File: config.mk
export PLATFORM = sky130hd
export DESIGN_NAME = ubx_ack_matcher
export DESIGN_NICKNAME = d
export VERILOG_FILES = /design/src/rtl/core/ubxack_pkg.sv /design/src/rtl/core/ubxack_step.sv /design/src/rtl/core/ubxack_out_reg.sv /design/src/rtl/core/ubx_ack_matcher.sv
export SDC_FILE = /design/constraint.sdc
export NUM_CORES = 1
export LEC_CHECK = 0
export CAP_MARGIN = 40
export CORE_MARGIN = 2
export CORE_UTILIZATION = 64
export CTS_BUF_LIST = sky130_fd_sc_hd__clkbuf_16
export CTS_CLUSTER_DIAMETER = 150
export CTS_CLUSTER_SIZE = 40
export DETAILED_ROUTE_END_ITERATION = 8
export DONT_BUFFER_PORTS = 1
export PLACE_DENSITY = 0.8
export SKIP_CTS_REPAIR_TIMING = 1
export SLEW_MARGIN = 40
export SYNTH_ARGS = -nofsm -noshare
export SYNTH_HDL_FRONTEND = slang
export SYNTH_SLANG_ARGS = --single-unit
File: constraint.sdc
create_clock -name clk -period 11.3 [get_ports clk]
set_clock_uncertainty 0.05 [all_clocks]
set_input_delay 0.565 -clock clk [delete_from_list [all_inputs] [get_ports clk]]
set_output_delay 0.565 -clock clk [all_outputs]
set_load 0.02 [all_outputs]
File: src/rtl/core/ubxack_pkg.sv
// Shared types and constants of the acknowledge packet matcher.
`timescale 1ns / 1ps

package ubxack_pkg;

  // Action codes of an input beat.
  localparam logic [1:0] ACT_START = 2'd0;
  localparam logic [1:0] ACT_BYTE  = 2'd1;
  localparam logic [1:0] ACT_TICK  = 2'd2;

  // Configuration register indexes.
  localparam int unsigned CFG_IDX_W = 2;
  localparam int unsigned CFG_DATA_W = 16;
  localparam logic [CFG_IDX_W-1:0] REG_ACKED_CLASS   = 2'd0;
  localparam logic [CFG_IDX_W-1:0] REG_ACKED_ID      = 2'd1;
  localparam logic [CFG_IDX_W-1:0] REG_TIMEOUT_TICKS = 2'd2;

  // Register reset values.
  localparam logic [7:0]  ACKED_CLASS_RST   = 8'h06;
  localparam logic [7:0]  ACKED_ID_RST      = 8'h00;
  localparam logic [15:0] TIMEOUT_TICKS_RST = 16'd3000;

  // Fixed bytes of the acknowledge packet.
  localparam logic [7:0] SYNC_1    = 8'hB5;
  localparam logic [7:0] SYNC_2    = 8'h62;
  localparam logic [7:0] ACK_CLASS = 8'h05;
  localparam logic [7:0] ACK_ID    = 8'h01;
  localparam logic [7:0] LEN_LO    = 8'h02;
  localparam logic [7:0] LEN_HI    = 8'h00;

  // Packet byte positions.
  localparam logic [3:0] PACKET_LEN   = 4'd10;
  localparam logic [3:0] POS_CLASS    = 4'd2;
  localparam logic [3:0] POS_LEN_LO   = 4'd4;
  localparam logic [3:0] POS_LEN_HI   = 4'd5;
  localparam logic [3:0] POS_ACKED_CL = 4'd6;
  localparam logic [3:0] POS_ACKED_ID = 4'd7;
  localparam logic [3:0] POS_CK_A     = 4'd8;
  localparam logic [3:0] POS_CK_B     = 4'd9;

  // Result status codes.
  localparam logic STATUS_ACKED    = 1'b0;
  localparam logic STATUS_TIMEDOUT = 1'b1;

  // Matcher state.
  typedef struct packed {
    logic        armed;
    logic [3:0]  match_index;
    logic [15:0] elapsed_ticks;
    logic [7:0]  sum_a;
    logic [7:0]  sum_b;
  } match_state_t;

  // Result of one processed beat.
  typedef struct packed {
    logic valid;
    logic status;
  } step_res_t;

endpackage

File: src/rtl/core/ubxack_step.sv
// Next-state and result logic for one input beat of the matcher.
`timescale 1ns / 1ps

module ubxack_step (
  input  logic [1:0]                 action,
  input  logic [7:0]                 rx_byte,
  input  logic [7:0]                 acked_class,
  input  logic [7:0]                 acked_id,
  input  logic [15:0]                timeout_ticks,
  input  ubxack_pkg::match_state_t   st,
  output ubxack_pkg::match_state_t   st_nxt,
  output ubxack_pkg::step_res_t      res
);
  import ubxack_pkg::*;

  logic [7:0]  exp_byte;
  logic [7:0]  sum_a_add;
  logic [7:0]  sum_b_add;
  logic [15:0] elapsed_inc;
  logic        in_sum_range;

  // Expected byte at the current match position.
  always_comb begin
    unique case (st.match_index)
      4'd0:         exp_byte = SYNC_1;
      4'd1:         exp_byte = SYNC_2;
      POS_CLASS:    exp_byte = ACK_CLASS;
      4'd3:         exp_byte = ACK_ID;
      POS_LEN_LO:   exp_byte = LEN_LO;
      POS_LEN_HI:   exp_byte = LEN_HI;
      POS_ACKED_CL: exp_byte = acked_class;
      POS_ACKED_ID: exp_byte = acked_id;
      POS_CK_A:     exp_byte = st.sum_a;
      POS_CK_B:     exp_byte = st.sum_b;
      default:      exp_byte = 8'h00;
    endcase
  end

  // Running checksum sums and the saturating tick count.
  assign sum_a_add    = st.sum_a + rx_byte;
  assign sum_b_add    = st.sum_b + sum_a_add;
  assign in_sum_range = (st.match_index >= POS_CLASS) && (st.match_index <= POS_ACKED_ID);
  assign elapsed_inc  = (st.elapsed_ticks == 16'hFFFF) ? st.elapsed_ticks
                                                        : st.elapsed_ticks + 16'd1;

  // State update and result for the beat.
  always_comb begin
    st_nxt = st;
    res    = '0;
    unique case (action)
      ACT_START: begin
        st_nxt.armed         = 1'b1;
        st_nxt.elapsed_ticks = '0;
        st_nxt.match_index   = '0;
        st_nxt.sum_a         = '0;
        st_nxt.sum_b         = '0;
      end
      ACT_BYTE: begin
        if (st.armed) begin
          if ((st.match_index < PACKET_LEN) && (rx_byte == exp_byte)) begin
            if (in_sum_range) begin
              st_nxt.sum_a = sum_a_add;
              st_nxt.sum_b = sum_b_add;
            end
            if (st.match_index == POS_CK_B) begin
              // Whole packet seen: report success and disarm.
              st_nxt.armed       = 1'b0;
              st_nxt.match_index = '0;
              st_nxt.sum_a       = '0;
              st_nxt.sum_b       = '0;
              res.valid          = 1'b1;
              res.status         = STATUS_ACKED;
            end else begin
              st_nxt.match_index = st.match_index + 4'd1;
            end
          end else begin
            // A mismatching byte restarts the search and is dropped.
            st_nxt.match_index = '0;
            st_nxt.sum_a       = '0;
            st_nxt.sum_b       = '0;
          end
        end
      end
      ACT_TICK: begin
        if (st.armed) begin
          st_nxt.elapsed_ticks = elapsed_inc;
          if (elapsed_inc > timeout_ticks) begin
            st_nxt.armed       = 1'b0;
            st_nxt.match_index = '0;
            st_nxt.sum_a       = '0;
            st_nxt.sum_b       = '0;
            res.valid          = 1'b1;
            res.status         = STATUS_TIMEDOUT;
          end
        end
      end
      default: begin
      end
    endcase
  end

endmodule

File: src/rtl/core/ubxack_out_reg.sv
// Result register that holds one status beat until the consumer takes it.
`timescale 1ns / 1ps

module ubxack_out_reg (
  input  logic clk,
  input  logic rst_n,
  input  logic load,
  input  logic load_status,
  output logic can_load,
  output logic out_valid,
  input  logic out_ready,
  output logic out_status
);

  logic out_valid_r;
  logic out_valid_nxt;
  logic out_status_r;

  // A new beat may enter when the register is empty or is being drained.
  assign can_load = !out_valid_r || out_ready;

  always_comb begin
    out_valid_nxt = out_valid_r;
    if (load) begin
      out_valid_nxt = 1'b1;
    end else if (out_ready) begin
      out_valid_nxt = 1'b0;
    end
  end

  always_ff @(posedge clk) begin
    if (!rst_n) begin
      out_valid_r <= 1'b0;
    end else begin
      out_valid_r <= out_valid_nxt;
    end
  end

  // Payload needs no reset.
  always_ff @(posedge clk) begin
    if (load) begin
      out_status_r <= load_status;
    end
  end

  assign out_valid  = out_valid_r;
  assign out_status = out_status_r;

endmodule

File: src/rtl/core/ubx_ack_matcher.sv
// Top level of the acknowledge packet matcher.
`timescale 1ns / 1ps

// The matcher takes one beat per cycle: a start, a received byte or a
// millisecond tick. Each beat is captured in an input register and processed
// from there by a single pass of compare and counter logic, which
// updates the match state and may load one status beat into the result
// register, so a status passes the input register and then the result register.
// The sustained rate is one beat per clock; the only stall comes from the result
// register, when a status is produced while the previous one is not yet taken.
// The user must write configuration registers only while idle; not enforced here.

module ubx_ack_matcher (
  input  logic                                clk,
  input  logic                                rst_n,
  // Input channel
  input  logic                                in_valid,
  output logic                                in_ready,
  input  logic [1:0]                          in_action,
  input  logic [7:0]                          in_rx_byte,
  // Result channel
  output logic                                out_valid,
  input  logic                                out_ready,
  output logic                                out_status,
  // Configuration write port
  input  logic                                cfg_we,
  input  logic [ubxack_pkg::CFG_IDX_W-1:0]    cfg_index,
  input  logic [ubxack_pkg::CFG_DATA_W-1:0]   cfg_wdata
);
  import ubxack_pkg::*;

  logic         inq_valid_r;
  logic [1:0]   inq_action_r;
  logic [7:0]   inq_rx_byte_r;
  logic [7:0]   acked_class_r;
  logic [7:0]   acked_id_r;
  logic [15:0]  timeout_ticks_r;
  match_state_t st_r;
  match_state_t st_nxt;
  step_res_t    res;
  logic         can_load;
  logic         fire;

  // Configuration registers.
  always_ff @(posedge clk) begin
    if (!rst_n) begin
      acked_class_r   <= ACKED_CLASS_RST;
      acked_id_r      <= ACKED_ID_RST;
      timeout_ticks_r <= TIMEOUT_TICKS_RST;
    end else if (cfg_we) begin
      unique case (cfg_index)
        REG_ACKED_CLASS:   acked_class_r   <= cfg_wdata[7:0];
        REG_ACKED_ID:      acked_id_r      <= cfg_wdata[7:0];
        REG_TIMEOUT_TICKS: timeout_ticks_r <= cfg_wdata;
        default: begin
        end
      endcase
    end
  end

  // The held beat is processed unless its status cannot enter the result register.
  assign fire     = inq_valid_r && (!res.valid || can_load);
  assign in_ready = !inq_valid_r || fire;

  // Input register.
  always_ff @(posedge clk) begin
    if (!rst_n) begin
      inq_valid_r <= 1'b0;
    end else if (in_ready) begin
      inq_valid_r <= in_valid;
    end
  end

  always_ff @(posedge clk) begin
    if (in_ready && in_valid) begin
      inq_action_r  <= in_action;
      inq_rx_byte_r <= in_rx_byte;
    end
  end

  // Match state.
  always_ff @(posedge clk) begin
    if (!rst_n) begin
      st_r <= '0;
    end else if (fire) begin
      st_r <= st_nxt;
    end
  end

  ubxack_step u_step (
    .action        (inq_action_r),
    .rx_byte       (inq_rx_byte_r),
    .acked_class   (acked_class_r),
    .acked_id      (acked_id_r),
    .timeout_ticks (timeout_ticks_r),
    .st            (st_r),
    .st_nxt        (st_nxt),
    .res           (res)
  );

  ubxack_out_reg u_out_reg (
    .clk         (clk),
    .rst_n       (rst_n),
    .load        (fire && res.valid),
    .load_status (res.status),
    .can_load    (can_load),
    .out_valid   (out_valid),
    .out_ready   (out_ready),
    .out_status  (out_status)
  );

`ifndef NO_ASSERTIONS
  // The match position never runs past the last packet byte.
  assert property (@(posedge clk) disable iff (!rst_n)
    st_r.match_index <= POS_CK_B)
    else $error("match index out of range");

  // While disarmed, the match position and checksum sums are clear.
  assert property (@(posedge clk) disable iff (!rst_n)
    !st_r.armed |-> (st_r.match_index == 4'd0 && st_r.sum_a == 8'd0 && st_r.sum_b == 8'd0))
    else $error("stale match state while disarmed");

  // Every reported status disarms the matcher.
  assert property (@(posedge clk) disable iff (!rst_n)
    (fire && res.valid) |=> (!st_r.armed && out_valid))
    else $error("status reported without disarming");

  // Elapsed time only grows, except when a start beat restarts the wait.
  assert property (@(posedge clk) disable iff (!rst_n)
    (fire && inq_action_r != ACT_START) |=> (st_r.elapsed_ticks >= $past(st_r.elapsed_ticks)))
    else $error("elapsed count went backward");
`endif

endmodule

Word-level counts from Yosys, hierarchy flattened
Index checks and enable logic that the tools add are counted.
{"block": "totals", "wordCells": 88, "regBits": 82}
{"block": "classes", "n_lt_le_gt_ge": 4, "eq_ne": 18, "n_addsub": 4, "n_reduce_logical": 24, "mux": 25}
{"op": "$mux 16", "count": 6}
{"op": "$pmux 8 s9", "count": 1}
{"op": "$pmux 16 s3", "count": 1}
{"op": "$mux 37", "count": 1}
{"op": "$pmux 16 s2", "count": 1}
{"op": "$add 16x1->16 const B", "count": 1}
{"op": "$add 8x8->8", "count": 2}
{"op": "$eq 16x16->1 const B", "count": 1}
{"op": "$gt 16x16->1", "count": 1}
{"op": "$pmux 5 s3", "count": 1}
{"op": "$eq 4x3->1 const B", "count": 3}
{"op": "$mux 2", "count": 5}
{"op": "$mux 5", "count": 2}
{"op": "$eq 4x2->1 const B", "count": 2}
{"op": "$eq 4x4->1 const B", "count": 2}
{"op": "$eq 8x8->1", "count": 1}
{"op": "$mux 4", "count": 2}
{"op": "$reduce_and 2->1", "count": 4}
{"op": "$reduce_and 6->1", "count": 1}
{"op": "$logic_and 1x1->1", "count": 5}
{"op": "$reduce_and 5->1", "count": 1}
{"op": "$add 4x1->4 const B", "count": 1}
{"op": "$eq 2x1->1 const B", "count": 2}
{"op": "$eq 2x2->1 const B", "count": 2}
{"op": "16 further kinds", "count": 26}

Longest topological paths before layout
Gate-level depths: netlist of the first run.
{"block": "logic_depth", "depth_word": 12, "mapped_depth": 20}

Modules after synthesis
A second synthesis of the first run with hierarchy kept.
{"block": "unflattened", "hier_cells": 702, "area_unflattened_um2": 5803.1}
{"module": "ubx_ack_matcher", "instances": 1, "cells_each": 309, "seq_area_each_um2": 1701.6, "area_per_inst_um2": 3001.6}
{"module": "ubxack_step", "instances": 1, "cells_each": 388, "seq_area_each_um2": 0.0, "area_per_inst_um2": 2722.6}
{"module": "ubxack_out_reg", "instances": 1, "cells_each": 5, "seq_area_each_um2": 50.0, "area_per_inst_um2": 78.8}

Least setup slack after synthesis of the first run
Ideal clock, no wire load.
{"block": "synth_path", "path_type": "reg-to-reg", "start": "register st_r[20] (netlist bit)", "end": "register inq_action_r[0], enable pin", "setup_slack_ns": 7.059, "synth_period_minus_slack_ns": 4.241, "arrival_ns": 3.813, "stages_incl_launch_ff": 19, "path_cell_list": "dfxtp_1 > clkbuf_1 > nand4_1 > nor3_1 > nand4_1 > and3_1 > and2_1 > nand3_1 > xnor2_1 > ha_1 > a21oi_1 > o21ai_0 > a221oi_1 > a21oi_1 > nand2_1 > and2_1 > nor2_1 > and2_1 > nor2b_1"}
{"block": "synth_via", "elab_chain_len": 11}
{"item": "start, declared", "line": "ubx_ack_matcher.sv:38", "source": "match_state_t st_r;"}
{"item": "start signal, assigned", "line": "ubx_ack_matcher.sv:86", "source": "st_r <= st_nxt;"}
{"item": "$add 16x1->16 or $eq 16x16->1 (tied branches)", "line": "ubxack_step.sv:44, ubxack_step.sv:43"}
{"item": "$mux 16 *", "line": "ubxack_step.sv:43", "source": "assign elapsed_inc = (st.elapsed_ticks == 16'hFFFF) ? st.elapsed_ticks"}
{"item": "$gt 16x16->1 *", "line": "ubxack_step.sv:87", "source": "if (elapsed_inc > timeout_ticks) begin"}
{"item": "$mux 2 *", "line": "ubxack_step.sv:87"}
{"item": "$mux 2 *", "line": "ubxack_step.sv:85", "source": "if (st.armed) begin"}
{"item": "$pmux 2 s2 *", "line": "ubxack_step.sv:50", "source": "unique case (action)"}
{"item": "$logic_not 1->1 *", "line": "ubx_ack_matcher.sv:62", "source": "assign fire = inq_valid_r && (!res.valid || can_load);"}
{"item": "$logic_or 1x1->1 *", "line": "ubx_ack_matcher.sv:62"}
{"item": "$logic_and 1x1->1 *", "line": "ubx_ack_matcher.sv:62"}
{"item": "$logic_or 1x1->1 *", "line": "ubx_ack_matcher.sv:63", "source": "assign in_ready = !inq_valid_r || fire;"}
{"item": "$logic_and 1x1->1 *", "line": "ubx_ack_matcher.sv:75", "source": "if (in_ready && in_valid) begin"}
{"item": "end signal, assigned", "line": "ubx_ack_matcher.sv:76", "source": "inq_action_r <= in_action;"}
{"item": "end, declared", "line": "ubx_ack_matcher.sv:33", "source": "logic [1:0] inq_action_r;"}
Every way passes the cells marked *; elsewhere a longest branch is shown, timed or not.
A chain may end at the register's enable or synchronous reset.

Worst setup path in the final report of the first run
{"block": "layout_path", "start": "register st_r[20] (netlist bit)", "end": "output port in_ready"}
{"block": "layout_via", "elab_chain_len": 10}
{"item": "$add 16x1->16 or $eq 16x16->1 (tied branches)", "line": "ubxack_step.sv:44, ubxack_step.sv:43"}
{"item": "$mux 16 *", "line": "ubxack_step.sv:43"}
{"item": "$gt 16x16->1 *", "line": "ubxack_step.sv:87"}
{"item": "$mux 2 *", "line": "ubxack_step.sv:87"}
{"item": "$mux 2 *", "line": "ubxack_step.sv:85"}
{"item": "$pmux 2 s2 *", "line": "ubxack_step.sv:50"}
{"item": "$logic_not 1->1 *", "line": "ubx_ack_matcher.sv:62"}
{"item": "$logic_or 1x1->1 *", "line": "ubx_ack_matcher.sv:62"}
{"item": "$logic_and 1x1->1 *", "line": "ubx_ack_matcher.sv:62"}
{"item": "$logic_or 1x1->1 *", "line": "ubx_ack_matcher.sv:63"}
{"item": "end, declared", "line": "ubx_ack_matcher.sv:18", "source": "output logic in_ready,"}
Marks and branches as above.

==> metrics, run 1 <==
status=complete, no violations; largest net degree at the start of global routing=58; RD Place Congestion=about 0.87; syn nets=between 600 and 700; actual slew at the worst max-slew pin=0.810 ns; Critical Path AT=between 4 and 5 ns; worst r2r src=st_r[20]; fill count=646; Ports=36; Seq/Total Area, Yosys=about a third; number of port buffers=0; clk buf depth=2; maximum vdd drop=0.0958 mV; fin cells=between 700 and 800; Placed Instances=~700; first-pass GRT wire length=a little under 20 mm; CTS root buf=clkbuf_16; top layer in use=met4; EDFF count, synth=11; YS warnings=0; Vias=4482; Site Rows=33; top post-synthesis cells by area=dfxtp_1 27%, ha_1 8.4%, edfxtp_1 6.3%, a21oi_1 5.5%, nand2_1 5.5%; post-synthesis cell area=5240 sq um; Worst-path clk slew=approximately 0.070 ns; max-cap viol count=0; Yosys cell types=73; CTS tree=built; Via density=between 6 and 7; H-tree depth=3; hpwl dp=~9.0 mm; number of antenna violations at the first check in global routing=0; Iteration-0 DRC Markers=~300; Area Overhead vs Synth=5.13%; crit path from=st_r[20]; Worst Hold End=acked_class_r[1]; Slowest cell on crit path=dfxtp_1; Initial DRT Pass Iterations=6; Worst Path Required=between 10 and 15 ns; PwrDens=approximately 120 nW/um^2; main flop type after synthesis=dfxtp_1; Leak Pwr=2.09 nW; WL final=~12 mm; delay-heaviest family, CP=simple AND/OR/NAND/NOR gates; max incr delay on CP=about 0.45 ns; Worst Hold Depth=1; Met1 Wirelength=5.55 mm; fin util=68.1%; R2R cell count=17; metal2 WL=5.72 mm; TNS Setup=0 ns; Initial Utilization=64.7%; Max-slew headroom=a little under half; total grt overflow=0; Fin. Hold Viols=0; Num CTS Buffers=9; Die Height=94.5 um; per-cell routed wire length=about 17 um; Post-Syn Instances=619; Fmax=203 MHz; number of antenna repair diodes=0; Slew Limit Fails=0; Buf/Inv on CP=1; R2R Path End=st_r[5]; vias in the first global route=between 4k and 5k; Setup violations, final=0; Die Area=about 8900 sq um; Die Span X=roughly 94 um; Post-DRT Antenna Nets=0; clk_lat worst skew=0.34 ns; hold slack=between 0.2 and 0.3 ns; hold path start=rst_n; RSZ-0062 raised after global routing=false; CP Class=reg -> out; Hold Crit Class=in -> reg; nets@finish=a little under 700; Critical Path, Cell by Cell=nand4_1 > nor3_1 > nand4_1 > and3_1 > and2_1 > nand3_1 > xnor2_1 > ha_1 > nand4_1 > nor3_1 > a22oi_1 > a21oi_1 > nand2_1 > and2_1 > nor2_1 > and2_1 > inv_1; Synth Area per Inst=8.47 sq um; Worst Path Max Fanout=10; Remaining DRCs=0; gr usage total=between 20 and 30%; Yosys top cell by area=dfxtp_1; CP Launch Type=flip-flop; Async SR Flop Fraction=0%; #FFs+latches synth=a little over 80; layout cells sized above 1=under 10%; minimum clock period=approximately 4.9 ns; post-route clock period utilization=between 40% and 50%; post-synth top area share=approximately 27%; WL met3=~990 um; Reg2Reg Setup Slack=6.51 ns; CTS sink count=82; Placeable Area=roughly 8000 sq um; Setup crit end kind=primary output
==> through the flow <==
stage / worst slack [ns] / cell area, sq um / total power [W]
after floorplan: 7.06 / 5240 / 0.000356
after global placement: 6.64 / 5230 / 0.000362
after detailed placement: 6.56 / 5230 / 0.000365
after CTS: 6.42 / 5510 / 0.000637
after global routing: 5.93 / 5510 / 0.000657
final: 6.38 / 5510 / 0.000634
==> worst max path at each step <==
stage | end | slack [ns] | depth (start not counted)
floorplan | inq_action_r[0] | 7.06 | 18
global placement | inq_rx_byte_r[3] | 6.64 | 17
detailed placement | st_r[24] | 6.56 | 17
CTS | in_ready | 6.42 | 17
global route | in_ready | 5.93 | 17
finish | in_ready | 6.38 | 17
==> cells in the mapped netlist, types with 7 or more instances <==
cell / number
o21ai_0: 15
xor2_1: 7
ha_1: 35
inv_1: 34
xnor2_1: 18
nand2b_1: 11
nand3b_1: 7
a21oi_1: 58
dfxtp_1: 71
nand4_1: 10
a31oi_1: 7
nor2_1: 37
edfxtp_1: 11
clkbuf_1: 14
o211ai_1: 7
nor2b_1: 12
nor3_1: 10
nand3_1: 27
and2_1: 10
and3_1: 7
nand3_2: 9
mux2i_1: 23
nand2_1: 77
==> report_power, final <==
part           leakage (nW)  internal (W)  switching (W)
logic                  1.26     0.0000190      0.0000318
registers             0.685      0.000303     0.00000596
clock network         0.141      0.000151       0.000123
==> logic make-up after synthesis <==
group                      share of synthesized area, %
AOI/OAI and AO/OA                                  17.8
xor gates and xnor gates                           4.18
adders and majority gates                          9.12
buffers and inverters                              5.61
DFF                                                33.4
muxes                                              5.04
and+or+nand+nor                                    24.8
==> flip-flops by register name, summed over array words and instances (netlist names) <==
| register | flops |
|---|---|
| inq_action_r | 2 |
| timeout_ticks_r | 16 |
| inq_rx_byte_r | 8 |
| u_out_reg.out_status | 1 |
| inq_valid_r | 1 |
| u_out_reg.out_valid | 1 |
| acked_id_r | 8 |
| acked_class_r | 8 |
| st_r | 37 |
==> area by class of cell <==
type	count	area (sq um)	share of cell area (%)
clock buffer	9	225	4.09
clock inverter	7	52.6	0.954
inverter	34	128	2.32
multi-input combinational	473	3200	58.1
sequential	82	1750	31.8
tap	105	131	2.38
timing repair buffer	3	22.5	0.409
==> cell usage in the layout (no fill, tap or decap), types with 6 or more instances in the layout <==
cell	count
a21o_1	6
a21oi_1	58
a31oi_1	7
and2_1	10
and3_1	7
clkbuf_16	9
dfxtp_1	71
edfxtp_1	11
ha_1	35
inv_1	34
mux2i_1	23
nand2_1	77
nand2b_1	11
nand3_1	27
nand3_2	9
nand3b_1	7
nand4_1	10
nor2_1	37
nor2b_1	11
nor3_1	10
o211ai_1	7
o21ai_0	15
xnor2_1	18
xor2_1	7
==> routing by layer <==
layer / vias to the layer above / track usage (%)
li1: 2178 / -
met1: 2120 / 39.1
met5: - / 0
met3: 18 / 6.46
met4: 0 / 7.49
met2: 166 / 45.5
Note: power is estimated with default switching activity, not from simulation.
==> inputs of run 2 (changes only) <==
--- a/config.mk
+++ b/config.mk
@@ -5,6 +5,7 @@
 export SDC_FILE = /design/constraint.sdc
 export NUM_CORES = 1
 export LEC_CHECK = 0
+export ABC_AREA = 1
 export CAP_MARGIN = 40
 export CORE_MARGIN = 2
 export CORE_UTILIZATION = 64
==> constraint.sdc (replaced) <==
create_clock -name clk -period 5.1 [get_ports clk]
set_clock_uncertainty 0.05 [all_clocks]
set_input_delay 0.255 -clock clk [delete_from_list [all_inputs] [get_ports clk]]
set_output_delay 0.255 -clock clk [all_outputs]
set_load 0.02 [all_outputs]
==> metrics, run 2 <==
main flop type after synthesis=dfxtp_1 (unchanged); Yosys cell types=39 (was 73); CP Launch Type=flip-flop (unchanged); Yosys top cell by area=dfxtp_1 (unchanged); Gate power share=20.1% (was 8.0%); hpwl dp=9.84 mm (was 8.97 mm); Placed Instances=920 (was 697); top layer in use=met4 (unchanged); Slew Limit Fails=0 (unchanged); Largest register FFs=37 (unchanged); Area Overhead vs Synth=8.37% (was 5.13%); largest net degree at the start of global routing=69 (was 58); CTS sink count=82 (unchanged); sw power=0.000509 W (was 0.000161 W); Die Height=96.3 um (was 94.5 um); most frequent cells in the layout=183 x nand2_1, 133 x nor2_1, 126 x inv_1, 71 x dfxtp_1, 61 x nand3_1 (was 77 x nand2_1, 71 x dfxtp_1, 58 x a21oi_1, 37 x nor2_1, 35 x ha_1); Num CTS Buffers=9 (unchanged); post-route clock period utilization=between 80% and 90%; per-cell routed wire length=14.5 um (was 17.4 um); Vias=5243 (was 4482); top post-synthesis cells by area=dfxtp_1 26%, nand2_1 13%, nor2_1 9.1%, inv_1 8.6%, ha_1 8.0% (was dfxtp_1 27%, ha_1 8.4%, edfxtp_1 6.3%, a21oi_1 5.5%, nand2_1 5.5%); Cell Int Power=0.00117 W (was 0.000473 W); TNS Setup=0 ns (unchanged); max-cap viol count=0 (unchanged); status=finished with violations (was complete, no violations); count leader, synth=nand2_1 (unchanged); Fin. Hold Viols=7 (was 0); hold slack=-0.00661 ns (was 0.258 ns); Worst-path clk slew=0.06 ns (was 0.07 ns); PwrDens=284 nW/um^2 (was 115 nW/um^2); Critical Path AT=4.31 ns (was 4.30 ns); largest reg by FF count=st_r (unchanged); failing checks=negative hold slack; leading registers by flop count=st_r x37, timeout_ticks_r x16 (unchanged); R2R cell count=17 (unchanged); clk_lat worst skew=0.34 ns (about the same); Setup crit end kind=flip-flop (was primary output); Reg2Reg Setup Slack=0.74 ns (was 6.51 ns); Site Rows=33 (unchanged); Max-slew headroom=35.5% (was 46.0%); fin cells=949 (was 713); syn nets=903 (was 689); Die Area=9280 sq um (was 8930 sq um); H-tree depth=3 (unchanged); Placeable Area=8260 sq um (was 8090 sq um); commonest non-fill, non-tap cell in the layout=nand2_1 (unchanged); Remaining DRCs=0 (unchanged); synth cell count leaders=183 x nand2_1, 133 x nor2_1, 125 x inv_1 (was 77 x nand2_1, 71 x dfxtp_1, 58 x a21oi_1); Ports=36 (unchanged); WL final=13.7 mm (was 12.4 mm); first-pass GRT wire length=22.1 mm (was 19.8 mm); Setup violations, final=0 (unchanged); Hold Crit Class=in -> reg (unchanged); Initial Utilization=66.1% (was 64.7%); Post-DRT Antenna Nets=0 (unchanged); Leak Pwr=2.95 nW (was 2.09 nW); gr usage total=30.6% (was 28.5%); YS warnings=0 (unchanged); Via density=5.52 (was 6.29); Die Span X=96.3 um (was 94.5 um); clk buf depth=2 (unchanged); Worst Path Max Fanout=10 (unchanged); Iteration-0 DRC Markers=340 (was 302); Initial DRT Pass Iterations=5 (was 6); number of antenna violations at the first check in global routing=0 (unchanged); total grt overflow=0 (unchanged); register share of total power=43.3% (was 48.8%); CTS tree=built (unchanged); Synth Area per Inst=6.55 sq um (was 8.47 sq um); Met1 Wirelength=5.44 mm (was 5.55 mm); RD Place Congestion=1.01 (was 0.869); metal2 WL=6.82 mm (was 5.72 mm); crit path from=st_r[16] (was st_r[20]); R2R Path End=inq_rx_byte_r[7] (was st_r[5]); Sw Share=30.3% (was 25.4%); WL met3=718 um (was 990 um); Worst Path Required=5.05 ns (was 10.69 ns); post-synthesis cell area=5460 sq um (was 5240 sq um); CTS root buf=clkbuf_16 (unchanged); RSZ-0062 raised after global routing=false (unchanged); EDFF count, synth=11 (unchanged); Critical Path Sink=inq_rx_byte_r[7] (was in_ready); layout cells sized above 1=5.92% (was 8.55%); #FFs+latches synth=82 (unchanged); Seq/Total Area, Yosys=32.1% (was 33.4%); Async SR Flop Fraction=0% (unchanged); number of antenna repair diodes=0 (unchanged); post-synth top area share=26.0% (was 27.1%); Post-Syn Instances=833 (was 619); actual slew at the worst max-slew pin=0.965 ns (was 0.810 ns); nets@finish=909 (was 673); clock share of power=36.6% (was 43.2%); worst r2r src=st_r[16] (was st_r[20]); number of port buffers=0 (unchanged); Fmax=about 230 MHz; CP Class=reg -> reg (was reg -> out); maximum vdd drop=0.178 mV (was 0.0958 mV); vias in the first global route=5086 (was 4084); minimum clock period=around 4.4 ns
## run 2: how the worst min path moves through the flow
stage                  startpoint             endpoint  cells past startpoint
finish              cfg_wdata[11]  timeout_ticks_r[11]                      2
global route         cfg_wdata[8]   timeout_ticks_r[8]                      2
CTS                 in_rx_byte[1]     inq_rx_byte_r[1]                      0
detailed placement   in_action[0]      inq_action_r[0]                      0
global placement    in_rx_byte[7]     inq_rx_byte_r[7]                      0
floorplan            in_action[0]      inq_action_r[0]                      0
## run 2: routing by layer
| metal | track usage, % | vias to the layer above |
|---|---|---|
| met2 | 54.5 | 190 |
| met4 | 19.8 | 0 |
| met1 | 32.0 | 2356 |
| met3 | 7.28 | 60 |
| li1 | - | 2637 |
| met5 | 0 | - |
## run 2: area by class of cell
type,instances,area [sq um]
Tap cell,105,131
Inverter,141,532
Clock inverter,6,30.0
Timing Repair Buffer,15,145
Clock buffer,10,250
Sequential cell,82,1750
Multi-Input combinational cell,590,3070
Fill cell,726,2340
## run 2: kinds of logic (layout without fill, tap and decap cells)
logic type | count (synthesis) | after routing | share of synthesized area [%]
adder cells (fa/ha/maj) | 37 | 37 | 8.76
buffers and inverters | 161 | 172 | 11.8
flip-flops | 82 | 82 | 32.1
XOR/XNOR | 19 | 19 | 3.05
AND/OR/NAND/NOR | 440 | 440 | 34.8
AO/OA/AOI/OAI | 94 | 94 | 9.49
## run 2: metrics by stage
| stage | hold slack [ns] | worst slack (ns) | utilization, % | total power (W) | cell area, sq um |
|---|---|---|---|---|---|
| after floorplan | 0.304 | 1.54 | - | 0.000993 | 5460 |
| after global placement | 0.304 | 1.13 | 66.5 | 0.00104 | 5490 |
| after detailed placement | 0.304 | 0.844 | 66.6 | 0.00106 | 5500 |
| after CTS | -0.0467 | 0.745 | 70.0 | 0.00167 | 5780 |
| after global routing | 0.00122 | 0.378 | 71.6 | 0.00176 | 5910 |
| final | -0.00661 | 0.744 | 71.6 | 0.00168 | 5910 |
## run 2: critical path, cell delays in order (launching register included)
cell	delay, ns
dfxtp_1	0.33
inv_1	0.07
nor3_1	0.33
nand3_1	0.18
nor3_1	0.36
nand3_1	0.17
nor3_1	0.35
or2_2	0.19
nand3_1	0.08
ha_1	0.32
nand4_1	0.11
nor3_1	0.27
nand4_1	0.22
nand3_1	0.18
nand2_2	0.10
nand4_1	0.25
nand2_1	0.13
inv_1	0.31
## run 2: power by group through the flow
stage / combinational [W] / sequential, W / clock [W]
floorplan: 0.000266 / 0.000727 / 0
global placement: 0.000303 / 0.000738 / 0
detailed placement: 0.000318 / 0.000739 / 0
CTS: 0.000321 / 0.000725 / 0.000623
global route: 0.000385 / 0.000730 / 0.000645
finish: 0.000337 / 0.000726 / 0.000615
==> inputs of run 3 (changes only) <==
--- a/config.mk
+++ b/config.mk
@@ -9,7 +9,7 @@
 export CAP_MARGIN = 40
 export CORE_MARGIN = 2
 export CORE_UTILIZATION = 64
-export CTS_BUF_LIST = sky130_fd_sc_hd__clkbuf_16
+export CTS_BUF_LIST = sky130_fd_sc_hd__clkbuf_8
 export CTS_CLUSTER_DIAMETER = 150
 export CTS_CLUSTER_SIZE = 40
 export DETAILED_ROUTE_END_ITERATION = 8
==> metrics, run 3 (synthesis results as in run 2) <==
status=finished with violations (unchanged); failing checks=negative hold slack (unchanged); Site Rows=33 (unchanged); Fin. Hold Viols=10 (was 7); Setup violations, final=0 (unchanged); Iteration-0 DRC Markers=397 (was 340); vias in the first global route=5086 (unchanged); Hold Crit Class=in -> reg (unchanged); minimum clock period=4.33 ns (was 4.36 ns); PwrDens=264 nW/um^2 (was 284 nW/um^2); CP Launch Type=flip-flop (unchanged); Via density=5.54 (was 5.52); WL met3=693 um (was 718 um); metal2 WL=6.71 mm (was 6.82 mm); Reg2Reg Setup Slack=0.77 ns (was 0.74 ns); sequential cell area=1750 sq um (unchanged); Vias=5297 (was 5243); commonest non-fill, non-tap cell in the layout=nand2_1 (unchanged); Placeable Area=8260 sq um (unchanged); max-cap viol count=0 (unchanged); per-cell routed wire length=14.1 um (was 14.5 um); total grt overflow=0 (unchanged); worst r2r src=st_r[16] (unchanged); number of antenna violations at the first check in global routing=0 (unchanged); Leak Pwr=2.95 nW (about the same); Remaining DRCs=0 (unchanged); leading registers by flop count=st_r x37, timeout_ticks_r x16 (unchanged); post-route clock period utilization=84.8% (was 85.4%); Worst Hold Depth=2 (unchanged); H-tree depth=3 (unchanged); Met1 Wirelength=5.34 mm (was 5.44 mm); Initial Utilization=66.1% (unchanged); Die Height=96.3 um (unchanged); hold path start=rst_n (was cfg_wdata[11]); layout cells sized above 1=6.23% (was 5.92%); clk buf depth=2 (unchanged); Worst-path clk slew=0.09 ns (was 0.06 ns); number of port buffers=0 (unchanged); TNS Setup=0 ns (unchanged); WL final=13.5 mm (was 13.7 mm); Die Area=9280 sq um (unchanged); clk_lat worst skew=0.36 ns (was 0.34 ns); number of antenna repair diodes=0 (unchanged); Post-DRT Antenna Nets=0 (unchanged); first-pass GRT wire length=22.1 mm (about the same); Max-slew headroom=57.8% (was 35.5%); Fmax=231 MHz (was 230 MHz); Num CTS Buffers=9 (unchanged); Area Overhead vs Synth=8.44% (was 8.37%); hpwl dp=9.84 mm (unchanged); fill count=731 (was 726); hold slack=-0.0297 ns (was -0.00661 ns); Die Span X=96.3 um (unchanged); most frequent cells in the layout=183 x nand2_1, 133 x nor2_1, 126 x inv_1, 71 x dfxtp_1, 61 x nand3_1 (unchanged); largest reg by FF count=st_r (unchanged); maximum vdd drop=0.136 mV (was 0.178 mV); Largest register FFs=37 (unchanged); R2R Path End=inq_rx_byte_r[7] (unchanged); largest net degree at the start of global routing=69 (unchanged); Critical Path AT=4.30 ns (was 4.31 ns); nets@finish=916 (was 909); top layer in use=met4 (unchanged); RD Place Congestion=1.01 (unchanged); Setup crit end kind=flip-flop (unchanged); Ports=36 (unchanged); Worst Hold End=acked_id_r[1] (was timeout_ticks_r[11]); CTS tree=built (unchanged); actual slew at the worst max-slew pin=0.630 ns (was 0.965 ns); RSZ-0062 raised after global routing=false (unchanged); Worst Path Required=5.07 ns (was 5.05 ns); gr usage total=30.6% (about the same); R2R cell count=17 (unchanged); CTS sink count=82 (unchanged); Worst Path Max Fanout=10 (unchanged); CTS root buf=clkbuf_8 (was clkbuf_16); CP Class=reg -> reg (unchanged); Initial DRT Pass Iterations=6 (was 5); pre-CTS WS=0.844 ns (unchanged); Slew Limit Fails=0 (unchanged); footprint of the multi-input gates=3070 sq um (unchanged); post-route worst setup slack=0.775 ns (was 0.744 ns)
[run 3: changes by cell type in the layout (fill, tap and decap cells not counted), sizes merged]
cell,change
clkinv,-2
clkbuf,+1
bufinv,+1
dlygate4sd3,+6
buf,+1
[run 3: worst max-delay path: stages (launching register included)]
cell and delay (ns):
dfxtp_1 0.34, inv_1 0.08, nor3_1 0.30, nand3_1 0.17, nor3_1 0.34, nand3_1 0.16, nor3_1 0.36, or2_2 0.19
nand3_1 0.08, ha_1 0.32, nand4_1 0.12, nor3_1 0.25, nand4_1 0.25, nand3_1 0.19, nand2_2 0.10, nand4_1 0.25
nand2_1 0.13, inv_1 0.31
[run 3: metal layers]
layer  track usage [%]  vias up
met4              18.5        0
li1                  -     2658
met2              55.2      198
met1              32.0     2380
met3              7.05       61
met5                 0        -
[run 3: metrics by stage]
stage | utilization [%] | std cells | hold slack, ns | instance area, sq um | power (W)
floorplan | - | 833 | 0.304 | 5460 | 0.000993
global placement | 66.5 | 920 | 0.304 | 5490 | 0.00104
CTS | 69.1 | 936 | -0.0673 | 5700 | 0.00154
detailed placement | 66.6 | 920 | 0.304 | 5500 | 0.00106
global route | 71.7 | 956 | -0.00378 | 5920 | 0.00164
finish | 71.7 | 956 | -0.0297 | 5920 | 0.00156
[run 3: cell type report]
cell class                 instances  area share, %
inverter                         141           8.99
sequential                        82           29.6
tap                              105           2.22
clock buffer                      11           2.56
clock inverter                     5          0.888
multi-input combinational        590           51.9
timing repair buffer              22           3.81
[run 3: power breakdown]
part	switching (W)	internal [W]	total (W)
clock	0.000241	0.000251	0.000492
sequential	0.0000326	0.000693	0.000725
combinational	0.000218	0.000126	0.000344
total	0.000492	0.00107	0.00156
[run 3: worst max path at each step]
stage | startpoint | endpoint | slack (ns) | depth (start not counted)
2_1_floorplan | st_r[16] | inq_action_r[0] | 1.54 | 17
3_3_place_gp | st_r[16] | inq_rx_byte_r[4] | 1.13 | 17
3_5_place_dp | st_r[16] | inq_rx_byte_r[5] | 0.84 | 17
4_1_cts | st_r[16] | inq_rx_byte_r[7] | 0.84 | 17
5_1_grt | st_r[16] | inq_rx_byte_r[7] | 0.41 | 17
6_report | st_r[16] | inq_rx_byte_r[7] | 0.77 | 17
